File: src/sscl_pkg.sv
// Shared types, constants and helper functions for the credential lease block.
// Used by the decision logic, the top level and the checker; no dependencies.
`default_nettype none

package sscl_pkg;

  localparam int TAG_BITS      = 64;
  localparam int TIME_BITS     = 40;
  localparam int LEN_BITS      = 9;
  localparam int TTL_BITS      = 16;
  localparam int MODE_BITS     = 3;
  localparam int MAX_FIELD_LEN = 256;

  localparam logic [TTL_BITS-1:0] MAX_TTL_RESET = TTL_BITS'(30000);

  localparam logic [MODE_BITS-1:0] MODE_ACQUIRE = MODE_BITS'(0);
  localparam logic [MODE_BITS-1:0] MODE_CONSUME = MODE_BITS'(1);
  localparam logic [MODE_BITS-1:0] MODE_RELEASE = MODE_BITS'(2);
  localparam logic [MODE_BITS-1:0] MODE_ABANDON = MODE_BITS'(3);

  typedef enum logic [2:0] {
    PH_ABANDONED = 3'd0,
    PH_ACTIVE    = 3'd1,
    PH_EXPIRED   = 3'd2,
    PH_CONSUMED  = 3'd3,
    PH_RELEASED  = 3'd4
  } phase_t;

  typedef enum logic [3:0] {
    RC_OK         = 4'd0,
    RC_ALREADY    = 4'd1,
    RC_INVALID    = 4'd2,
    RC_EXPIRED    = 4'd3,
    RC_NOT_ACTIVE = 4'd4,
    RC_HANDLE     = 4'd5,
    RC_PURPOSE    = 4'd6,
    RC_GENERATION = 4'd7,
    RC_NONCE      = 4'd8,
    RC_CONSUMER   = 4'd9
  } rc_t;

  typedef struct packed {
    logic [MODE_BITS-1:0] mode;
    logic [TIME_BITS-1:0] now;
    logic [TAG_BITS-1:0]  handle_tag;
    logic [LEN_BITS-1:0]  handle_len;
    logic [TAG_BITS-1:0]  purpose_tag;
    logic [LEN_BITS-1:0]  purpose_len;
    logic [TAG_BITS-1:0]  generation_tag;
    logic [LEN_BITS-1:0]  generation_len;
    logic [TAG_BITS-1:0]  nonce_tag;
    logic [LEN_BITS-1:0]  nonce_len;
    logic [TTL_BITS-1:0]  ttl;
    logic                 consumer_ok;
  } item_t;

  typedef struct packed {
    logic                 has_record;
    phase_t               phase;
    logic [TAG_BITS-1:0]  handle;
    logic [LEN_BITS-1:0]  handle_len;
    logic [TAG_BITS-1:0]  purpose;
    logic [LEN_BITS-1:0]  purpose_len;
    logic [TAG_BITS-1:0]  generation;
    logic [LEN_BITS-1:0]  generation_len;
    logic [TAG_BITS-1:0]  nonce;
    logic [LEN_BITS-1:0]  nonce_len;
    logic [TIME_BITS-1:0] expiry;
  } rec_t;

  localparam rec_t REC_RESET = '0;

  function automatic logic len_ok(input logic [LEN_BITS-1:0] len);
    return (len != '0) && (len <= LEN_BITS'(MAX_FIELD_LEN));
  endfunction

  function automatic logic same(input logic [TAG_BITS-1:0] ta,
                                input logic [LEN_BITS-1:0] la,
                                input logic [TAG_BITS-1:0] tb,
                                input logic [LEN_BITS-1:0] lb);
    return (ta == tb) && (la == lb);
  endfunction

endpackage

`default_nettype wire

File: src/sscl_engine.sv
// Decision logic for one command against the lease record: expiry, checks,
// result code and the next record. Depends on sscl_pkg.
`default_nettype none

module sscl_engine
  import sscl_pkg::*;
(
  input  item_t               item,
  input  rec_t                rec,
  input  logic [TTL_BITS-1:0] max_ttl,
  output rec_t                rec_next,
  output rc_t                 code,
  output phase_t              status
);

  logic                 active_pre;
  logic                 expire;
  logic                 active;
  logic                 acquire_ok;
  logic                 force_none;
  logic [TIME_BITS:0]   expiry_sum;
  logic [TIME_BITS-1:0] expiry_sat;

  assign active_pre = rec.has_record && (rec.phase == PH_ACTIVE);
  assign expire     = active_pre && (item.now >= rec.expiry);
  assign active     = active_pre && !expire;

  assign acquire_ok = len_ok(item.handle_len) && len_ok(item.purpose_len) &&
                      len_ok(item.generation_len) && len_ok(item.nonce_len) &&
                      (item.ttl != '0) && (item.ttl <= max_ttl);

  assign expiry_sum = {1'b0, item.now} + (TIME_BITS+1)'(item.ttl);
  assign expiry_sat = expiry_sum[TIME_BITS] ? '1 : expiry_sum[TIME_BITS-1:0];

  always_comb begin
    rec_next   = rec;
    code       = RC_OK;
    force_none = 1'b0;
    if (expire) begin
      rec_next.phase     = PH_EXPIRED;
      rec_next.nonce     = '0;
      rec_next.nonce_len = '0;
    end
    unique case (item.mode)
      MODE_ACQUIRE: begin
        if (active) begin
          code = RC_ALREADY;
        end else if (!acquire_ok) begin
          code       = RC_INVALID;
          force_none = 1'b1;
        end else begin
          rec_next.has_record     = 1'b1;
          rec_next.phase          = PH_ACTIVE;
          rec_next.handle         = item.handle_tag;
          rec_next.handle_len     = item.handle_len;
          rec_next.purpose        = item.purpose_tag;
          rec_next.purpose_len    = item.purpose_len;
          rec_next.generation     = item.generation_tag;
          rec_next.generation_len = item.generation_len;
          rec_next.nonce          = item.nonce_tag;
          rec_next.nonce_len      = item.nonce_len;
          rec_next.expiry         = expiry_sat;
        end
      end
      MODE_CONSUME: begin
        if (!active) begin
          code = (rec_next.has_record && rec_next.phase == PH_EXPIRED) ?
                 RC_EXPIRED : RC_NOT_ACTIVE;
        end else if (!same(rec.handle, rec.handle_len,
                           item.handle_tag, item.handle_len)) begin
          code = RC_HANDLE;
        end else if (!same(rec.purpose, rec.purpose_len,
                           item.purpose_tag, item.purpose_len)) begin
          code = RC_PURPOSE;
        end else if (!same(rec.generation, rec.generation_len,
                           item.generation_tag, item.generation_len)) begin
          code = RC_GENERATION;
        end else if (!len_ok(item.nonce_len)) begin
          code = RC_INVALID;
        end else if (!same(rec.nonce, rec.nonce_len,
                           item.nonce_tag, item.nonce_len)) begin
          code = RC_NONCE;
        end else begin
          rec_next.phase     = PH_CONSUMED;
          rec_next.nonce     = '0;
          rec_next.nonce_len = '0;
          code = item.consumer_ok ? RC_OK : RC_CONSUMER;
        end
      end
      MODE_RELEASE: begin
        if (!active) begin
          code = RC_NOT_ACTIVE;
        end else if (!same(rec.handle, rec.handle_len,
                           item.handle_tag, item.handle_len)) begin
          code = RC_HANDLE;
        end else begin
          rec_next.phase     = PH_RELEASED;
          rec_next.nonce     = '0;
          rec_next.nonce_len = '0;
        end
      end
      MODE_ABANDON: begin
        if (!active) begin
          code = RC_NOT_ACTIVE;
        end else if (!same(rec.generation, rec.generation_len,
                           item.generation_tag, item.generation_len)) begin
          code = RC_GENERATION;
        end else begin
          rec_next.phase     = PH_ABANDONED;
          rec_next.nonce     = '0;
          rec_next.nonce_len = '0;
        end
      end
      default: begin
        code = RC_OK;
      end
    endcase
    if (force_none || !rec_next.has_record) begin
      status = PH_ABANDONED;
    end else begin
      status = rec_next.phase;
    end
  end

endmodule

`default_nettype wire

File: src/single_slot_credential_lease.sv
// Top level of the single-slot credential lease: channel handshakes, the
// command register, the lease record and the result register.
// Depends on sscl_pkg and sscl_engine.
//
// Commands arrive on the input channel (in_valid, in_stall) and one result
// transaction leaves on the output channel (out_valid, out_stall) for each.
// A transaction moves at a rising edge where valid is high and stall is low.
// A command is captured in an input register and decided against the lease
// record; its code and lease_status are registered when it advances, which a
// stalled output holds off. One command is accepted every cycle while the
// output is not stalled; the record is updated as each command is decided, so
// consecutive commands see each other's effects in order. When the receiver
// stalls, the result holds and the input register keeps accepting until it
// fills, after which in_stall rises. max_ttl is written through cfg_we and
// cfg_wdata; the user must do so only while the block is idle, as the block
// does not enforce it. Synchronous reset empties both registers, clears the
// record to no lease and sets max_ttl to 30000; no clearing pass is needed.
`default_nettype none

module single_slot_credential_lease
  import sscl_pkg::*;
(
  input  wire logic                 clk,
  input  wire logic                 rst,
  input  wire logic                 in_valid,
  output      logic                 in_stall,
  input  wire logic [MODE_BITS-1:0] mode,
  input  wire logic [TIME_BITS-1:0] now,
  input  wire logic [TAG_BITS-1:0]  handle_tag,
  input  wire logic [LEN_BITS-1:0]  handle_len,
  input  wire logic [TAG_BITS-1:0]  purpose_tag,
  input  wire logic [LEN_BITS-1:0]  purpose_len,
  input  wire logic [TAG_BITS-1:0]  generation_tag,
  input  wire logic [LEN_BITS-1:0]  generation_len,
  input  wire logic [TAG_BITS-1:0]  nonce_tag,
  input  wire logic [LEN_BITS-1:0]  nonce_len,
  input  wire logic [TTL_BITS-1:0]  ttl,
  input  wire logic                 consumer_ok,
  output      logic                 out_valid,
  input  wire logic                 out_stall,
  output      logic [3:0]           code,
  output      logic [2:0]           lease_status,
  input  wire logic                 cfg_we,
  input  wire logic [TTL_BITS-1:0]  cfg_wdata
);

  logic                item_valid;
  item_t               item;
  rec_t                rec;
  rec_t                rec_next;
  logic [TTL_BITS-1:0] max_ttl;
  rc_t                 code_q;
  phase_t              status_q;
  rc_t                 code_next;
  phase_t              status_next;
  logic                advance;
  logic                accept;

  assign advance  = item_valid && (!out_valid || !out_stall);
  assign in_stall = item_valid && !advance;
  assign accept   = in_valid && !in_stall;

  sscl_engine u_engine (
    .item     (item),
    .rec      (rec),
    .max_ttl  (max_ttl),
    .rec_next (rec_next),
    .code     (code_next),
    .status   (status_next)
  );

  always_ff @(posedge clk) begin
    if (rst) begin
      item_valid <= 1'b0;
      out_valid  <= 1'b0;
      rec        <= REC_RESET;
      max_ttl    <= MAX_TTL_RESET;
    end else begin
      if (cfg_we) begin
        max_ttl <= cfg_wdata;
      end
      if (accept) begin
        item_valid <= 1'b1;
      end else if (advance) begin
        item_valid <= 1'b0;
      end
      if (advance) begin
        rec       <= rec_next;
        out_valid <= 1'b1;
      end else if (!out_stall) begin
        out_valid <= 1'b0;
      end
    end
  end

  always_ff @(posedge clk) begin
    if (accept) begin
      item.mode           <= mode;
      item.now            <= now;
      item.handle_tag     <= handle_tag;
      item.handle_len     <= handle_len;
      item.purpose_tag    <= purpose_tag;
      item.purpose_len    <= purpose_len;
      item.generation_tag <= generation_tag;
      item.generation_len <= generation_len;
      item.nonce_tag      <= nonce_tag;
      item.nonce_len      <= nonce_len;
      item.ttl            <= ttl;
      item.consumer_ok    <= consumer_ok;
    end
    if (advance) begin
      code_q   <= code_next;
      status_q <= status_next;
    end
  end

  assign code         = code_q;
  assign lease_status = status_q;

endmodule

`default_nettype wire

File: config.mk
export PLATFORM = sky130hd
export DESIGN_NAME = single_slot_credential_lease
export DESIGN_NICKNAME = d
export VERILOG_FILES = /design/src/sscl_pkg.sv /design/src/sscl_engine.sv /design/src/single_slot_credential_lease.sv
export SDC_FILE = /design/constraint.sdc
export NUM_CORES = 1
export LEC_CHECK = 0
export ABC_AREA = 1
export BUFFER_PORTS_ARGS = -buffer_cell sky130_fd_sc_hd__buf_2
export CAP_MARGIN = 20
export CORE_ASPECT_RATIO = 0.5
export CORE_MARGIN = 3
export CORE_UTILIZATION = 45
export CTS_BUF_LIST = sky130_fd_sc_hd__clkbuf_16
export CTS_CLUSTER_SIZE = 16
export DETAILED_ROUTE_END_ITERATION = 10
export PLACE_DENSITY_LB_ADDON = 0.1
export SYNTH_ARGS = -nofsm -noshare
export SYNTH_HDL_FRONTEND = slang
export SYNTH_SLANG_ARGS = --single-unit
File: constraint.sdc
create_clock -name clk -period 14.1 [get_ports clk]
set_clock_uncertainty 0.05 [all_clocks]
set_input_delay 1.41 -clock clk [delete_from_list [all_inputs] [get_ports clk]]
set_output_delay 1.41 -clock clk [all_outputs]
set_load 0.01 [all_outputs]
* After elaboration in Yosys (flattened, before gate mapping)
Index checks and enable logic that the tools add are counted.
Storage, ports and cells: bits in registers 713, bits in latches 0, memory bits (writable) 0, bits in read-only memories 0, bits of input ports 373, output and inout bits 9, word-level logic and storage cells 136, memories 0
Operators by class: add/sub/neg operators 1, multipliers 0, div/mod/pow operators 0, order comparisons 6, eq/ne operators 14, shifts and indexed selects 0, multiplexer cells 50, bitwise operators 1, reductions and logical operators 36
Operators by type and width (count):
- $mux W73 | 11
- $mux W336 | 2
- $pmux W73 S4 | 1
- $eq A64 B64 Y1 | 4
- $mux W3 | 14
- $add A40 B16 Y41 | 1
- $ge A40 B40 Y1 | 1
- $mux W4 | 10
- $mux W40 | 1
- $eq A9 B9 Y1 | 4
- $le A9 B9 Y1 const B | 4
- $reduce_bool A9 Y1 | 4
- $logic_and A1 B1 Y1 | 20
- $le A16 B16 Y1 | 1
- $pmux W4 S4 | 1
- $reduce_bool A16 Y1 | 1
- $pmux W3 S4 | 1
- $eq A3 B2 Y1 const B | 3
- $mux W1 | 8
- $eq A3 B1 Y1 const B | 2
- $logic_not A1 Y1 | 6
- $reduce_and A4 Y1 | 1
- $logic_not A3 Y1 | 1
- $logic_or A1 B1 Y1 | 2
- other kinds (4) | 4

* Depth between registers and ports, before layout
Gate-level depths: netlist of the first run.
depth after elaboration 12, depth in mapped cells 21, depth with buffers taken out 20

* Modules after synthesis
A second synthesis of the first run with hierarchy kept.
Unflattened totals: cells, all modules 5389, area, all modules 40099.7 um^2
By module, submodules not included:
- single_slot_credential_lease | instances 1, cells each 2642, area an instance 26965.9 um^2, sequential area each 17867.1 um^2
- sscl_engine | instances 1, cells each 2747, area an instance 13133.8 um^2, sequential area each 0.0 um^2

* Worst setup path after synthesis of the first run
Ideal clock, no wire load.
path type input to register, from in out_stall, to reg, netlist name item[0], setup time 0.702 ns, arrival 8.483 ns, data required time 13.348 ns, setup slack 4.865 ns, stages on the path 5, buffers on the path 0, cell sequence nand2_1 -> nor2_1 -> inv_1 -> nand2_1 -> inv_1
Between the ends: word-level cells in the longest chain between the ends 7
Ends and longest elaborated chain:
- start, declared | line single_slot_credential_lease.sv:40 | input wire logic out_stall,
- $logic_not A1 Y1
- $logic_or A1 B1 Y1 | line single_slot_credential_lease.sv:59 | assign advance = item_valid && (!out_valid || !out_stall);
- $logic_and A1 B1 Y1 | line single_slot_credential_lease.sv:59
- $logic_not A1 Y1 | line single_slot_credential_lease.sv:60 | assign in_stall = item_valid && !advance;
- $logic_and A1 B1 Y1 | line single_slot_credential_lease.sv:60
- net in_stall | line single_slot_credential_lease.sv:26 | output logic in_stall,
- $logic_not A1 Y1 | line single_slot_credential_lease.sv:61 | assign accept = in_valid && !in_stall;
- $logic_and A1 B1 Y1 | line single_slot_credential_lease.sv:61
- net accept | line single_slot_credential_lease.sv:57 | logic accept;
The timed path passes the listed nets, and every way through them passes these cells. A chain may end at the register's enable or synchronous reset.

* Worst setup path in the final report of the first run
from reg, netlist name item[164], to reg, netlist name rec[143]
Between the ends: word-level cells in the longest chain between the ends 8, elaborated cells between the ends (all ways) 9
Ends and longest elaborated chain:
- $le A9 B9 Y1 / $reduce_bool A9 Y1 (equally long branches) | line sscl_pkg.sv:74 | return (len != '0) && (len <= LEN_BITS'(MAX_FIELD_LEN));
- $logic_and A1 B1 Y1 (*) | line sscl_pkg.sv:74
- $logic_and A1 B1 Y1 (*) (2 in a row) | line sscl_engine.sv:28 | assign acquire_ok = len_ok(item.handle_len) && len_ok(item.purpose_len) &&
- $logic_and A1 B1 Y1 (*) (2 in a row) | line sscl_engine.sv:29 | len_ok(item.generation_len) && len_ok(item.nonce_len) &&
- $logic_and A1 B1 Y1 (*) | line sscl_engine.sv:30 | (item.ttl != '0) && (item.ttl <= max_ttl);
- $reduce_and A4 Y1 (no line) (*)
Every way passes the cells marked *; elsewhere a longest branch is shown, timed or not.

==> results list, run 1 <==
* Top post-synthesis cells by area: sky130_fd_sc_hd__edfxtp_1 32%, sky130_fd_sc_hd__dfxtp_1 21%, sky130_fd_sc_hd__nand2_1 11%
* Drt total wl: 89,600 um
* Final count of negative-setup-slack endpoints: 0
- DR DRC count: 0
- Sw frac: 24.8%
- Core outline area: 0.0738 mm^2
- Routability-driven placement finished with a final weighted congestion of 0.856.
* Total of max-cap violations: 0
* I/O pin count: 382
- The run finished with clean final reports.
- RSZ-0062 raised after global routing: no
- Relative contribution of the clock network to total power: 41.3%
- Worst setup SP type: flip-flop
- In this run, placement finished with an instance count of 5,374.
* Sequential element share of the synthesized area: 52.6%
- Count of placed standard cells in the final layout, fillers left out: 5,507
* Layout-stage area growth over the synthesis result: 14.4%
- During synthesis, Yosys emitted a total of 0 warnings.
- STA puts the critical path data arrival time at 5.32 ns.
* Total Neg Setup Slack: 0 ns
- After clock tree synthesis, the setup repair step added 0 buffers.
- H-Tree Depth: 3
* Total of cells resized after clock tree synthesis: 0
- Slew at the pin closest to its max-slew limit: 1.01 ns
* Sequential share of power: 50.4%
- Clock tree from TritonCTS: built
- The number of global-route vias before repair came to 26,900.
- Detailed placement ended at an HPWL of 59,300 um.
* Number of buffer cells added on primary ports: 381
- Start point of the worst hold path: max_ttl[4]$_SDFFE_PP1P_
- Primary flip-flop cell chosen by synthesis mapping: sky130_fd_sc_hd__edfxtp_1
- In this run the worst path has a maximum fanout of 79.
* Pin count of the biggest net entering global routing: 181
* Total congestion overflow after global routing: 0
- The internal power of the cells totals 3.48 mW.
* Die outline height: 200 um
* Net count after synthesis: 4,587
* Clk slew on worst S/H paths: 0.07 ns
- For this design the static power due to leakage is 17.3 nW.
* Critical path launch point: item[164]$_DFFE_PP_
- The number of antenna violations at the first check in global routing is 11.
* Width of the die: 394 um
* Inserted Clock Buffers: 69
* Effective utilization at floorplan: 46.0%
- In this run the worst hold path is classified as flip-flop to flip-flop.
- Total standard cell area after synthesis: 0.0339 mm^2
- DR iter-0 viols: 2,019
- Area fraction of the dominant cell type after synthesis: 31.8%
- In this run the tightest slew margin relative to its limit is 31.7%.
- Highest clock frequency the design can meet: 205 MHz
- The worst register-to-register path has a depth of 13.
- FFs w/ async S/R, synth: 0%
- Leaving out fill and tap cells, the most frequent cell in the layout is sky130_fd_sc_hd__nand2_1.
* Crit Reg-Reg Endpoint: rec[143]$_SDFFE_PP0P_
- In the routed layout, each cell is associated on average with a via count of 5.03.
- After technology mapping, the gate count stands at 4,141.
* Post-route antenna net violation count: 0
- The cell sitting at the root of the clock tree is a sky130_fd_sc_hd__clkbuf_16.
- No sink is reached through more buffers than the 3 on the longest clock path.
- Worst Path Required: 14.54 ns
* Synthesized flop and latch total: 713
- Cell taking the most area after synthesis: sky130_fd_sc_hd__edfxtp_1
* Cell depth of the worst hold path: 2
- The clock reaches the later pin of the worst-skew pair after 0.64 ns.
* NumNets Final: 4,884
* Post-route fraction of the period consumed by the critical path: 34.7%
- Terminating pin of the worst hold path: max_ttl[4]$_SDFFE_PP1P_
* Critical path capture point type: flip-flop
- Gate power share: 8.3%
* Share of post-route cells with drive strength above 1: 11.8%
* Post-layout min period: 4.89 ns
- The routed layout has 27,700 vias.
- Counting flops with a built-in enable in the synthesized netlist gives 359.
- Sink count of the clock tree: 713
- For this design the total switching power over the nets is 1.15 mW.
- Avg Cell Area, Syn: 8.20 um^2
* Global-route wire length before repair: 143,000 um
* Most frequent cells in the layout: 1,010 x sky130_fd_sc_hd__nand2_1, 523 x sky130_fd_sc_hd__inv_1, 461 x sky130_fd_sc_hd__nor2_1, 390 x sky130_fd_sc_hd__o21ai_0, 381 x sky130_fd_sc_hd__buf_2
- The critical path in this run is classified as flip-flop to flip-flop.
- IR analysis of the VDD net gives a maximum drop of 0.0810 mV.
* DR WL/cell: 16.3 um
* Drt pass-1 iters: 5
- Origin of the critical flop-to-flop path: item[164]$_DFFE_PP_
* Overall global routing resource usage: 22.4%
- Power per Cell Area: 119 mW/mm^2
- The floorplan has 70 rows.
- The count of final max-slew check failures is 0.
* R2r setup slk: 9.21 ns
* # hold bufs at CTS: 0
* Die area: 0.0790 mm^2
- Final count of hold timing violations: 0
* Synth unique cells: 42
-- synth_stat cells, types with 2 or more instances --
cell	number
sky130_fd_sc_hd__a21o_1	2
sky130_fd_sc_hd__a21oi_1	222
sky130_fd_sc_hd__a31oi_1	4
sky130_fd_sc_hd__and3_1	3
sky130_fd_sc_hd__buf_1	2
sky130_fd_sc_hd__buf_2	74
sky130_fd_sc_hd__buf_4	2
sky130_fd_sc_hd__buf_6	2
sky130_fd_sc_hd__clkbuf_1	96
sky130_fd_sc_hd__dfxtp_1	354
sky130_fd_sc_hd__edfxtp_1	359
sky130_fd_sc_hd__ha_1	72
sky130_fd_sc_hd__inv_1	513
sky130_fd_sc_hd__inv_2	2
sky130_fd_sc_hd__nand2_1	1012
sky130_fd_sc_hd__nand2_4	2
sky130_fd_sc_hd__nand3_1	130
sky130_fd_sc_hd__nand3b_1	2
sky130_fd_sc_hd__nand4_1	44
sky130_fd_sc_hd__nor2_1	464
sky130_fd_sc_hd__nor3_1	119
sky130_fd_sc_hd__nor4_1	3
sky130_fd_sc_hd__o211ai_1	74
sky130_fd_sc_hd__o21a_1	2
sky130_fd_sc_hd__o21ai_0	390
sky130_fd_sc_hd__o21bai_1	4
sky130_fd_sc_hd__or2_2	13
sky130_fd_sc_hd__xnor2_1	87
sky130_fd_sc_hd__xor2_1	75
-- per-layer routing --
layer	GRT usage [%]	routed length, um
met5	0	33
met4	7.33	2360
met3	3.14	3400
met2	39.0	44400
met1	28.7	39400
-- logic make-up (layout without fill, tap and decap cells) --
| group | Yosys count | count (layout) | share of synthesized area (%) |
|---|---|---|---|
| DFF | 713 | 713 | 52.6 |
| other | 0 | 6 | 0 |
| AOI/OAI and AO/OA | 701 | 701 | 11.0 |
| adders and majority gates | 73 | 73 | 2.71 |
| buffers and inverters | 692 | 1044 | 7.99 |
| xor gates and xnor gates | 162 | 162 | 4.18 |
| and+or+nand+nor | 1800 | 1800 | 21.5 |
-- area by class of cell --
type	count	area [um^2]
tap	1008	1260
multi-input combinational	2736	13400
clock buffer	71	1780
sequential	713	17900
timing repair buffer	402	2070
clock inverter	55	484
inverter	516	1950
fill	6837	35000
antenna	6	15.0
-- through the flow --
stage	total power, mW	utilization [%]	cell area (um^2)	hold slack (ns)	setup slack, ns
5_1_grt	4.83	52.6	38800	0.449	8.80
3_3_place_gp	2.75	49.5	36500	0.402	9.17
2_1_floorplan	2.62	-	33900	0.383	4.87
3_5_place_dp	2.76	49.5	36500	0.411	9.12
4_1_cts	4.68	52.6	38800	0.421	9.07
6_report	4.63	52.6	38800	0.419	9.21
-- power by group through the flow --
| stage | logic, mW | clock network [mW] | registers [mW] |
|---|---|---|---|
| 2_1_floorplan | 0.251 | 0 | 2.37 |
| 3_3_place_gp | 0.379 | 0 | 2.37 |
| 3_5_place_dp | 0.386 | 0 | 2.38 |
| 4_1_cts | 0.388 | 1.96 | 2.33 |
| 5_1_grt | 0.441 | 2.05 | 2.34 |
| 6_report | 0.384 | 1.91 | 2.33 |
-- state kept, by name (all words and copies together), names as in the netlist --
register,flops
rec,336
item_valid,1
out_valid,1
max_ttl,16
lease_status,3
item,352
code,4
-- critical path, cell delays in order, from the launching register on --
cell and delay (ns):
sky130_fd_sc_hd__edfxtp_1 0.43, sky130_fd_sc_hd__nor2_1 0.14, sky130_fd_sc_hd__nand3_1 0.10, sky130_fd_sc_hd__o21ai_0 0.80, sky130_fd_sc_hd__nand3b_1 0.14, sky130_fd_sc_hd__nor2_1 0.12, sky130_fd_sc_hd__nand2_1 0.10, sky130_fd_sc_hd__inv_2 0.10
sky130_fd_sc_hd__nand2_4 0.42, sky130_fd_sc_hd__inv_2 0.21, sky130_fd_sc_hd__nand2_4 0.26, sky130_fd_sc_hd__nor2_4 0.78, sky130_fd_sc_hd__buf_4 0.80, sky130_fd_sc_hd__a21oi_1 0.17
-- how the worst max path moves through the flow --
stage / cells past startpoint / endpoint
finish: 13 / rec[143]$_SDFFE_PP0P_
global route: 13 / rec[234]$_SDFFE_PP0P_
CTS: 13 / rec[9]$_SDFFE_PP0P_
detailed placement: 13 / rec[7]$_SDFFE_PP0P_
global placement: 13 / rec[2]$_SDFFE_PP0P_
floorplan: 5 / item[0]$_DFFE_PP_
(Power assumes the default switching activity.)
==> inputs of run 2 (changes only) <==
- clock period: 14.1 -> 4.45 ns (I/O delays scaled with it)
==> run 2 against run 1 <==
Combinational power grew to 3.9 times the previous value; via count increased by 5.2%; global-route usage is 0.82 points higher; maximum frequency up 33%; wire length up 3.5%; flip-flop and latch count stayed put; sequential power rose to 3.2 times the previous value; cell count grew 6.5%; die area unchanged; critical endpoint is now rec[78]$_SDFFE_PP0P_; largest cell class unchanged; highest routed layer is now met4.
==> results list, run 2 (synthesis gave the netlist of run 1 again) <==
- The flow ran to the end, and the final reports show no timing, DRC or antenna violations.
- Leaving out fill and tap cells, the most frequent cells in the layout are 1,008 x sky130_fd_sc_hd__nand2_1, 523 x sky130_fd_sc_hd__inv_1, 460 x sky130_fd_sc_hd__nor2_1, 390 x sky130_fd_sc_hd__o21ai_0, 381 x sky130_fd_sc_hd__buf_2.
- RSZ-0062 raised after global routing: no
* Gate power share: 10.0% (+1.7 points)
* Number of buffers and inverters on the critical path: 0 (-3)
- The clock latency on the worst-skew pair was 0.65 ns (about the same).
- The first-pass detailed-route iteration total came to 5 (unchanged).
- DR iter-0 viols: 2,015 (-0.20%)
- The stage delay of the slowest cell on the critical path was 0.75 ns (-0.05 ns).
* Critical path peak fanout: 73 (-7.6%)
* Core Rows: 70 (unchanged)
- R2r setup slk: 0.77 ns (-8.45 ns)
- Worst slew margin relative to its limit: 25.2% (-6.5 points)
- Detail Placement HPWL: 58,500 um (-1.2%)
* Number of filler cells placed in the layout: 6,437 (-5.9%)
- Overall global routing resource usage: 23.2% (+0.82 points)
* Sequential share of power: 50.2% (-0.2 points)
- Sw frac: 24.6% (-0.20 points)
- The overall overflow remaining after global route is 0 (unchanged).
* Share of post-route cells with drive strength above 1: 11.0% (-0.82 points)
- Total Neg Setup Slack: 0 ns (unchanged)
- Setup fix buffers added after clock tree synthesis: 0 (unchanged)
- The switching power total is 3.62 mW (+220%).
- I/O pin count: 382 (unchanged)
- The number of buffers inserted during clock tree synthesis is 67 (-2.9%).
* Vias in the first global route: 28,400 (+5.8%)
- DR WL/cell: 15.8 um (-2.8%)
- Gpl congestion: 0.879 (+2.8%)
- Drt total wl: 92,800 um (+3.5%)
- Largest register FFs: 352 (unchanged)
- Post-layout util: 57.6% (+5.0 points)
- Initial antenna violation count: 4 (-7)
* Type of the worst setup path: flip-flop to flip-flop
- The total power divided by cell area came to 346 mW/mm^2 (+190%).
- The maximum number of pins on one net before global-route repair came to 159 (-12%).
- # hold bufs at CTS: 361 (+361)
- The H-tree level count came to 3 (unchanged).
- Width of the die: 394 um (unchanged)
* Die outline height: 200 um (unchanged)
- The transition at the pin with the smallest max-transition slack was 1.12 ns (+0.108 ns).
* Critical path capture point type: flip-flop
* Ratio of routed vias to standard cells: 4.96 (-1.3%)
* Number of buffer cells added on primary ports: 381 (unchanged)
- Pre-CTS WS: 0.769 ns (-8.35 ns)
- The area of all placed cells without fillers came to 0.0425 mm^2 (+9.5%).
* Post-route setup slack: 0.768 ns (-8.45 ns)
- The final-report hold violation count was 0 (unchanged).
* Clk slew on worst S/H paths: 0.06 ns (about the same)
- The share of power burned in the clock network came to 39.7% (-1.6 points).
- Most flops, register: item
- NumNets Final: 5,248 (+7.5%)
* Most frequent standard cell in the layout excluding fill and tap cells: sky130_fd_sc_hd__nand2_1
- The standard cell area after detailed placement came to 0.0367 mm^2 (+0.50%).
- Layout-stage area growth over the synthesis result: 25.3%
- Final count of negative-setup-slack endpoints: 0 (unchanged)
- Post-layout min period: 3.68 ns (-1.20 ns)
- Worst endpoint data arrival time: 4.15 ns (-1.17 ns)
* Core outline area: 0.0738 mm^2 (unchanged)
- Effective utilization at floorplan: 46.0% (unchanged)
- Series of cell instances along the critical path: or2_1, nand2_1, nand4_1, nor2_1, nand2_1, nor2_1, nand3_1, o21ai_1, nand3_4, nand2_1, nand2_1, nor2_1, nor2_1
- Kind of cell adding the most delay to the critical path: simple AND/OR/NAND/NOR gates
- In this run the worst hold path is classified as input port to flip-flop.
- Total of cells resized after clock tree synthesis: 0 (unchanged)
- Post-route fraction of the period consumed by the critical path: 82.7% (+48 points)
- The achievable frequency came to 272 MHz (+33%).
* Leading registers by flop count: item (352), rec (336), max_ttl (16)
- The design internal power came to 11.1 mW (+220%).
* Post-route antenna net violation count: 0 (unchanged)
- The worst setup path is launched from a flip-flop.
* Slowest cell on crit path: sky130_fd_sc_hd__nand3_4
- TritonCTS built the clock tree.
- Die area: 0.0790 mm^2 (unchanged)
* Total of max-cap violations: 0 (unchanged)
- The count of final max-slew check failures was 0 (unchanged).
- The cell sitting at the root of the clock tree is a sky130_fd_sc_hd__clkbuf_16.
- The worst-case clock buffer depth is 3 (unchanged).
- The total power of the final layout is 14.7 mW (+220%).
- The detailed-route via count came to 29,100 (+5.2%).
- Global-route wire length before repair: 149,000 um (+4.5%)
* Worst Path Required: 4.92 ns (-9.62 ns)
- The number of design rule violations left after detail routing was 0 (unchanged).
- Static Leakage: 18.8 nW (+8.8%)
* Highest ir drop seen on vdd: 0.256 mV (+220%)
* Sink count of the clock tree: 713 (unchanged)
-- run 2: changes by cell type in the layout (fill, tap and decap cells not counted), sizes merged --
cell,change
buf,+5
clkbuf,-2
inv,-1
dlygate4sd3,+361
diode,-3
bufinv,-1
clkinv,+1
-- run 2: routing by layer --
layer  vias up  wire [um]  GRT usage, %
li1      14800          -             -
met1     13600      40100          29.5
met2       612      46700          41.2
met3       134       3790          3.24
met4         0       2220          6.75
met5         -          0             0
-- run 2: final timing paths --
path                                                from                        to  depth (start not counted)
worst max-delay path                 item[253]$_DFFE_PP_      rec[78]$_SDFFE_PP0P_                         13
worst min-delay path                       cfg_wdata[15]  max_ttl[15]$_SDFFE_PP0P_                          3
worst max register to register       item[253]$_DFFE_PP_      rec[78]$_SDFFE_PP0P_                         13
worst min register to register  max_ttl[15]$_SDFFE_PP0P_  max_ttl[15]$_SDFFE_PP0P_                          2
-- run 2: final cells by class --
type                       instances  area [um^2]  share of cell area (%)
clock buffer                      69         1730                    4.06
multi-input combinational       2736        13400                    31.6
inverter                         516         1950                    4.59
tap                             1008         1260                    2.97
clock inverter                    54          450                    1.06
timing repair buffer             768         5830                    13.7
antenna                            3         7.51                  0.0177
sequential                       713        17900                    42.0
-- run 2: power by group through the flow --
stage / Sequential [mW] / Combinational, mW / Clock [mW]
after detailed placement: 7.53 / 1.22 / 0
after floorplan: 7.50 / 0.796 / 0
after global placement: 7.53 / 1.19 / 0
final: 7.39 / 1.48 / 5.85
after CTS: 7.39 / 1.48 / 6.00
after global routing: 7.42 / 1.67 / 6.28
-- run 2: tightest hold or removal path, delay by kind of cell --
kind                   cells  cell delay [ns]
AO/OA/AOI/OAI              2             0.17
buffers and inverters      1             0.08
-- run 2: stage by stage --
| stage | hold slack [ns] | std cells |
|---|---|---|
| 2_1_floorplan | 0.383 | 4141 |
| 3_3_place_gp | 0.394 | 5380 |
| 3_5_place_dp | 0.403 | 5380 |
| 4_1_cts | 0.00714 | 5864 |
| 5_1_grt | 0.0398 | 5867 |
| 6_report | 0.0498 | 5867 |
==> inputs of run 3 (changes only) <==
- ABC_AREA: 1 -> 0
- clock period: 4.45 -> 3.7 ns (I/O delays scaled with it)
==> run 3 against run 2 <==
Via count decreased by 23%; register-to-register slack got worse by 0.54 ns; global-route usage fell by 0.87 points; largest cell class unchanged.
==> results list, run 3 <==
- The adder-cell share of the synthesized area is 3.07% (+0.35 points).
- Type of the worst setup path: flip-flop to flip-flop
- Area after DPL: 0.0331 mm^2 (-9.8%)
- Initial antenna violation count: 2 (-2)
- Static Leakage: 15.0 nW (-20%)
- The reported max-cap violation count came to 0 (unchanged).
- NumNets Final: 3,946 (-25%)
* Simple-Gate Fraction of Synth Area: 12.4% (-9.1 points)
* Total standard cell area after synthesis: 0.0300 mm^2 (-12%)
* Worst slew margin relative to its limit: 30.9% (+5.6 points)
- The total track usage came to 22.3% (-0.87 points).
* Total congestion overflow after global routing: 0 (unchanged)
- The worst hold path begins at rst.
* Slew at the pin closest to its max-slew limit: 1.04 ns (-0.0846 ns)
* Worst endpoint data arrival time: 3.92 ns (-0.23 ns)
- The maximum number of pins on one net before global-route repair came to 192 (+21%).
- TritonCTS built the clock tree.
* Skew-Pair Late Insertion Delay: 0.62 ns (-0.03 ns)
- DR iter-0 viols: 1,390 (-31%)
- The area of the core was 0.0655 mm^2 (-11%).
* Detail Placement HPWL: 49,500 um (-15%)
- Ratio of routed vias to standard cells: 5.08 (+2.4%)
- I/O pin count: 382 (unchanged)
- Core Rows: 66 (-5.7%)
- The post-synthesis register bit count is 713 (unchanged).
- The worst register-to-register path begins at item[1]$_DFFE_PP_.
- Worst setup SP type: flip-flop
- The count of input and output buffers was 381 (unchanged).
* Library cell with the highest instance count after synthesis: sky130_fd_sc_hd__nand2_1
- Maximum clock path buffer count: 3 (unchanged)
- Status: completed
- The final-report hold violation count is 0 (unchanged).
- The share of synthesized area occupied by flip-flops and latches was 59.5% (+6.8 points).
* Post-synthesis compound-gate area fraction: 12.3% (+1.3 points)
* Worst hold path class: input port to flip-flop
- Buffer type at the clock tree root: sky130_fd_sc_hd__clkbuf_16
- The share of post-route cells with drive strength above 1 is 17.2% (+6.2 points).
* Cells after Synth: 2,764 (-33%)
- The clock period minus worst slack is 3.47 ns (-0.213 ns).
- Primary flip-flop cell chosen by synthesis mapping: sky130_fd_sc_hd__edfxtp_1
- Sink count of the clock tree: 713 (unchanged)
- Setup repair after global routing left no endpoint under its margin.
* H-Tree Depth: 3 (unchanged)
- Highest ir drop seen on vdd: 0.259 mV (+1.3%)
* Most flops, register: item
* Critical path launch point: item[1]$_DFFE_PP_
- The largest registers in the layout are item (352), rec (336), max_ttl (16).
- The fill cell instance count of the final layout is 5,312 (-17%).
* Layout-stage area growth over the synthesis result: 30.0%
- The routability congestion estimate came to 0.871 (-0.91%).
- Power per Cell Area: 436 mW/mm^2 (+26%)
* Vias: 22,500 (-23%)
- Sorting the synthesized cells by area gives the leading types as sky130_fd_sc_hd__edfxtp_1 36%, sky130_fd_sc_hd__dfxtp_1 24%, sky130_fd_sc_hd__nand2_1 7.0%.
- Die area: 0.0701 mm^2 (-11%)
- The average wire per cell in the routed design was 17.7 um (+12%).
- Inserted Clock Buffers: 66 (-1.5%)
* Final design area excluding fillers: 0.0390 mm^2 (-8.2%)
* Net count after synthesis: 3,210 (-30%)
- Width of the die: 371 um (-5.8%)
* DR DRC count: 0 (unchanged)
- The synthesized design spends more area on one cell type than any other, namely sky130_fd_sc_hd__edfxtp_1.
- Clk slew on worst S/H paths: 0.07 ns (about the same)
- XOR/XNOR share of the synthesized area: 9.24% (+5.1 points)
- The top cell type's share of synthesized area was 35.9% (+4.1 points).
- The total number of yosys warnings came to 0 (unchanged).
* Final count of negative-setup-slack endpoints: 0 (unchanged)
- Global-route wire length before repair: 123,000 um (-17%)
- The highest net fanout along the worst path was 8 (-89%).
- Drt pass-1 iters: 5 (unchanged)
- Largest register FFs: 352 (unchanged)
- The number of nets with antenna violations after detailed routing is 0 (unchanged).
- Sorting the synthesized cells by how often they occur yields 562 x sky130_fd_sc_hd__nand2_1, 359 x sky130_fd_sc_hd__edfxtp_1, 354 x sky130_fd_sc_hd__dfxtp_1.
- Most frequent standard cell in the layout excluding fill and tap cells: sky130_fd_sc_hd__nand2_1
* Drt total wl: 78,700 um (-15%)
- By area, the combinational part of the netlist is dominated by simple AND/OR/NAND/NOR gates.
* Post-route fraction of the period consumed by the critical path: 93.8% (+11 points)
- Critical path capture point type: flip-flop
- The count of cell types in the netlist came to 61 (+45%).
* Total Neg Setup Slack: 0 ns (unchanged)
- Vias in the first global route: 22,500 (-21%)
- The synthesized area per cell came to 10.9 um^2 (+33%).
- The effective utilization at floorplan came to 45.9% (-0.10 points).
- The top cell types in the final layout, fill and taps aside, are 562 x sky130_fd_sc_hd__nand2_1, 380 x sky130_fd_sc_hd__buf_2, 370 x sky130_fd_sc_hd__dlygate4sd3_1, 359 x sky130_fd_sc_hd__edfxtp_1, 354 x sky130_fd_sc_hd__dfxtp_1.
- Multiplexer area fraction after synthesis: 0.371% (+0.37 points)
* Die outline height: 189 um (-5.8%)
- R2r setup slk: 0.23 ns (-0.54 ns)
* Worst Path Required: 4.15 ns (-0.77 ns)
- FFs w/ async S/R, synth: 0% (unchanged)
- The count of final max-slew check failures is 0 (unchanged).
* Count of flip-flops with a built-in enable after synthesis: 359 (unchanged)
- The achievable frequency came to 288 MHz (+6.1%).
[run 3: changes by cell type in the layout (fill, tap and decap cells not counted), moves of 47 or more]
cell	delta
sky130_fd_sc_hd__o211ai_1	-63
sky130_fd_sc_hd__nand3_1	-98
sky130_fd_sc_hd__a21oi_1	+103
sky130_fd_sc_hd__nor3_1	-100
sky130_fd_sc_hd__xor2_1	+128
sky130_fd_sc_hd__o21ai_0	-363
sky130_fd_sc_hd__nor2_1	-333
sky130_fd_sc_hd__o31ai_2	+70
sky130_fd_sc_hd__nor4_1	+62
sky130_fd_sc_hd__a221oi_1	+47
sky130_fd_sc_hd__nand2_1	-446
sky130_fd_sc_hd__inv_1	-414
[run 3: cell type report]
type	count	area, um^2	area share, %
inverter	90	338	0.865
antenna	1	2.50	0.00641
timing repair buffer	801	6250	16.0
tap	884	1110	2.83
clock inverter	51	417	1.07
multi-input combinational	1828	11300	28.9
sequential	713	17900	45.8
clock buffer	71	1780	4.55
[run 3: kinds of logic after synthesis]
logic type / Yosys count
AND/OR/NAND/NOR: 880
flip-flops: 713
AO/OA/AOI/OAI: 547
XOR/XNOR: 317
buffers and inverters: 223
adder cells (fa/ha/maj): 73
multiplexers: 11
[run 3: what timing repair did]
action,4_1_cts,5_1_grt
setup endpoints to repair,0,95
hold buffers,370,0
setup buffers,0,1
gates resized for setup,0,3
endpoints found under the hold margin,370,0
[run 3: per-stage QoR]
step / setup WS (ns) / total power [mW] / util (%) / instances / hold slack, ns
2_1_floorplan: -2.54 / 9.45 / - / 2764 / 0.382
3_3_place_gp: 0.269 / 9.92 / 50.6 / 3945 / 0.391
3_5_place_dp: 0.221 / 9.93 / 50.6 / 3945 / 0.397
4_1_cts: 0.194 / 17.2 / 59.6 / 4437 / 0.111
5_1_grt: 0.00931 / 17.7 / 59.6 / 4439 / 0.134
6_report: 0.231 / 17.0 / 59.6 / 4439 / 0.114
[run 3: per-layer routing]
metal	part of all wire [%]	vias up	GRT usage (%)	wire [um]
met4	2.7	0	7.27	2160
met1	43	10800	28.8	34000
met2	50	413	38.7	39600
met5	0	-	0	0
li1	-	11200	-	-
met3	3.6	134	3.26	2870
[run 3: report_power, final]
| group | switching, mW | internal (mW) |
|---|---|---|
| clock network | 3.03 | 3.92 |
| registers | 0.203 | 8.58 |
| logic | 0.625 | 0.664 |
[run 3: final timing paths]
kind	to	depth (start not counted)
hold reg to reg	rec[148]$_SDFFE_PP0P_	2
hold / removal	max_ttl[0]$_SDFFE_PP0P_	2
setup / recovery	rec[22]$_SDFFE_PP0P_	14
setup reg to reg	rec[22]$_SDFFE_PP0P_	14
[run 3: critical path, stage by stage, from the launching register on]
cell                       delay (ns)
sky130_fd_sc_hd__edfxtp_1        0.48
sky130_fd_sc_hd__ha_1            0.28
sky130_fd_sc_hd__inv_1           0.08
sky130_fd_sc_hd__fa_1            0.21
sky130_fd_sc_hd__nor2b_1         0.07
sky130_fd_sc_hd__o31a_1          0.26
sky130_fd_sc_hd__o21ai_0         0.24
sky130_fd_sc_hd__o211ai_1        0.19
sky130_fd_sc_hd__a41o_1          0.30
sky130_fd_sc_hd__o41ai_2         0.27
sky130_fd_sc_hd__buf_4           0.23
sky130_fd_sc_hd__buf_4           0.20
sky130_fd_sc_hd__nor3b_1         0.08
sky130_fd_sc_hd__xnor2_1         0.14
sky130_fd_sc_hd__a221oi_1        0.26
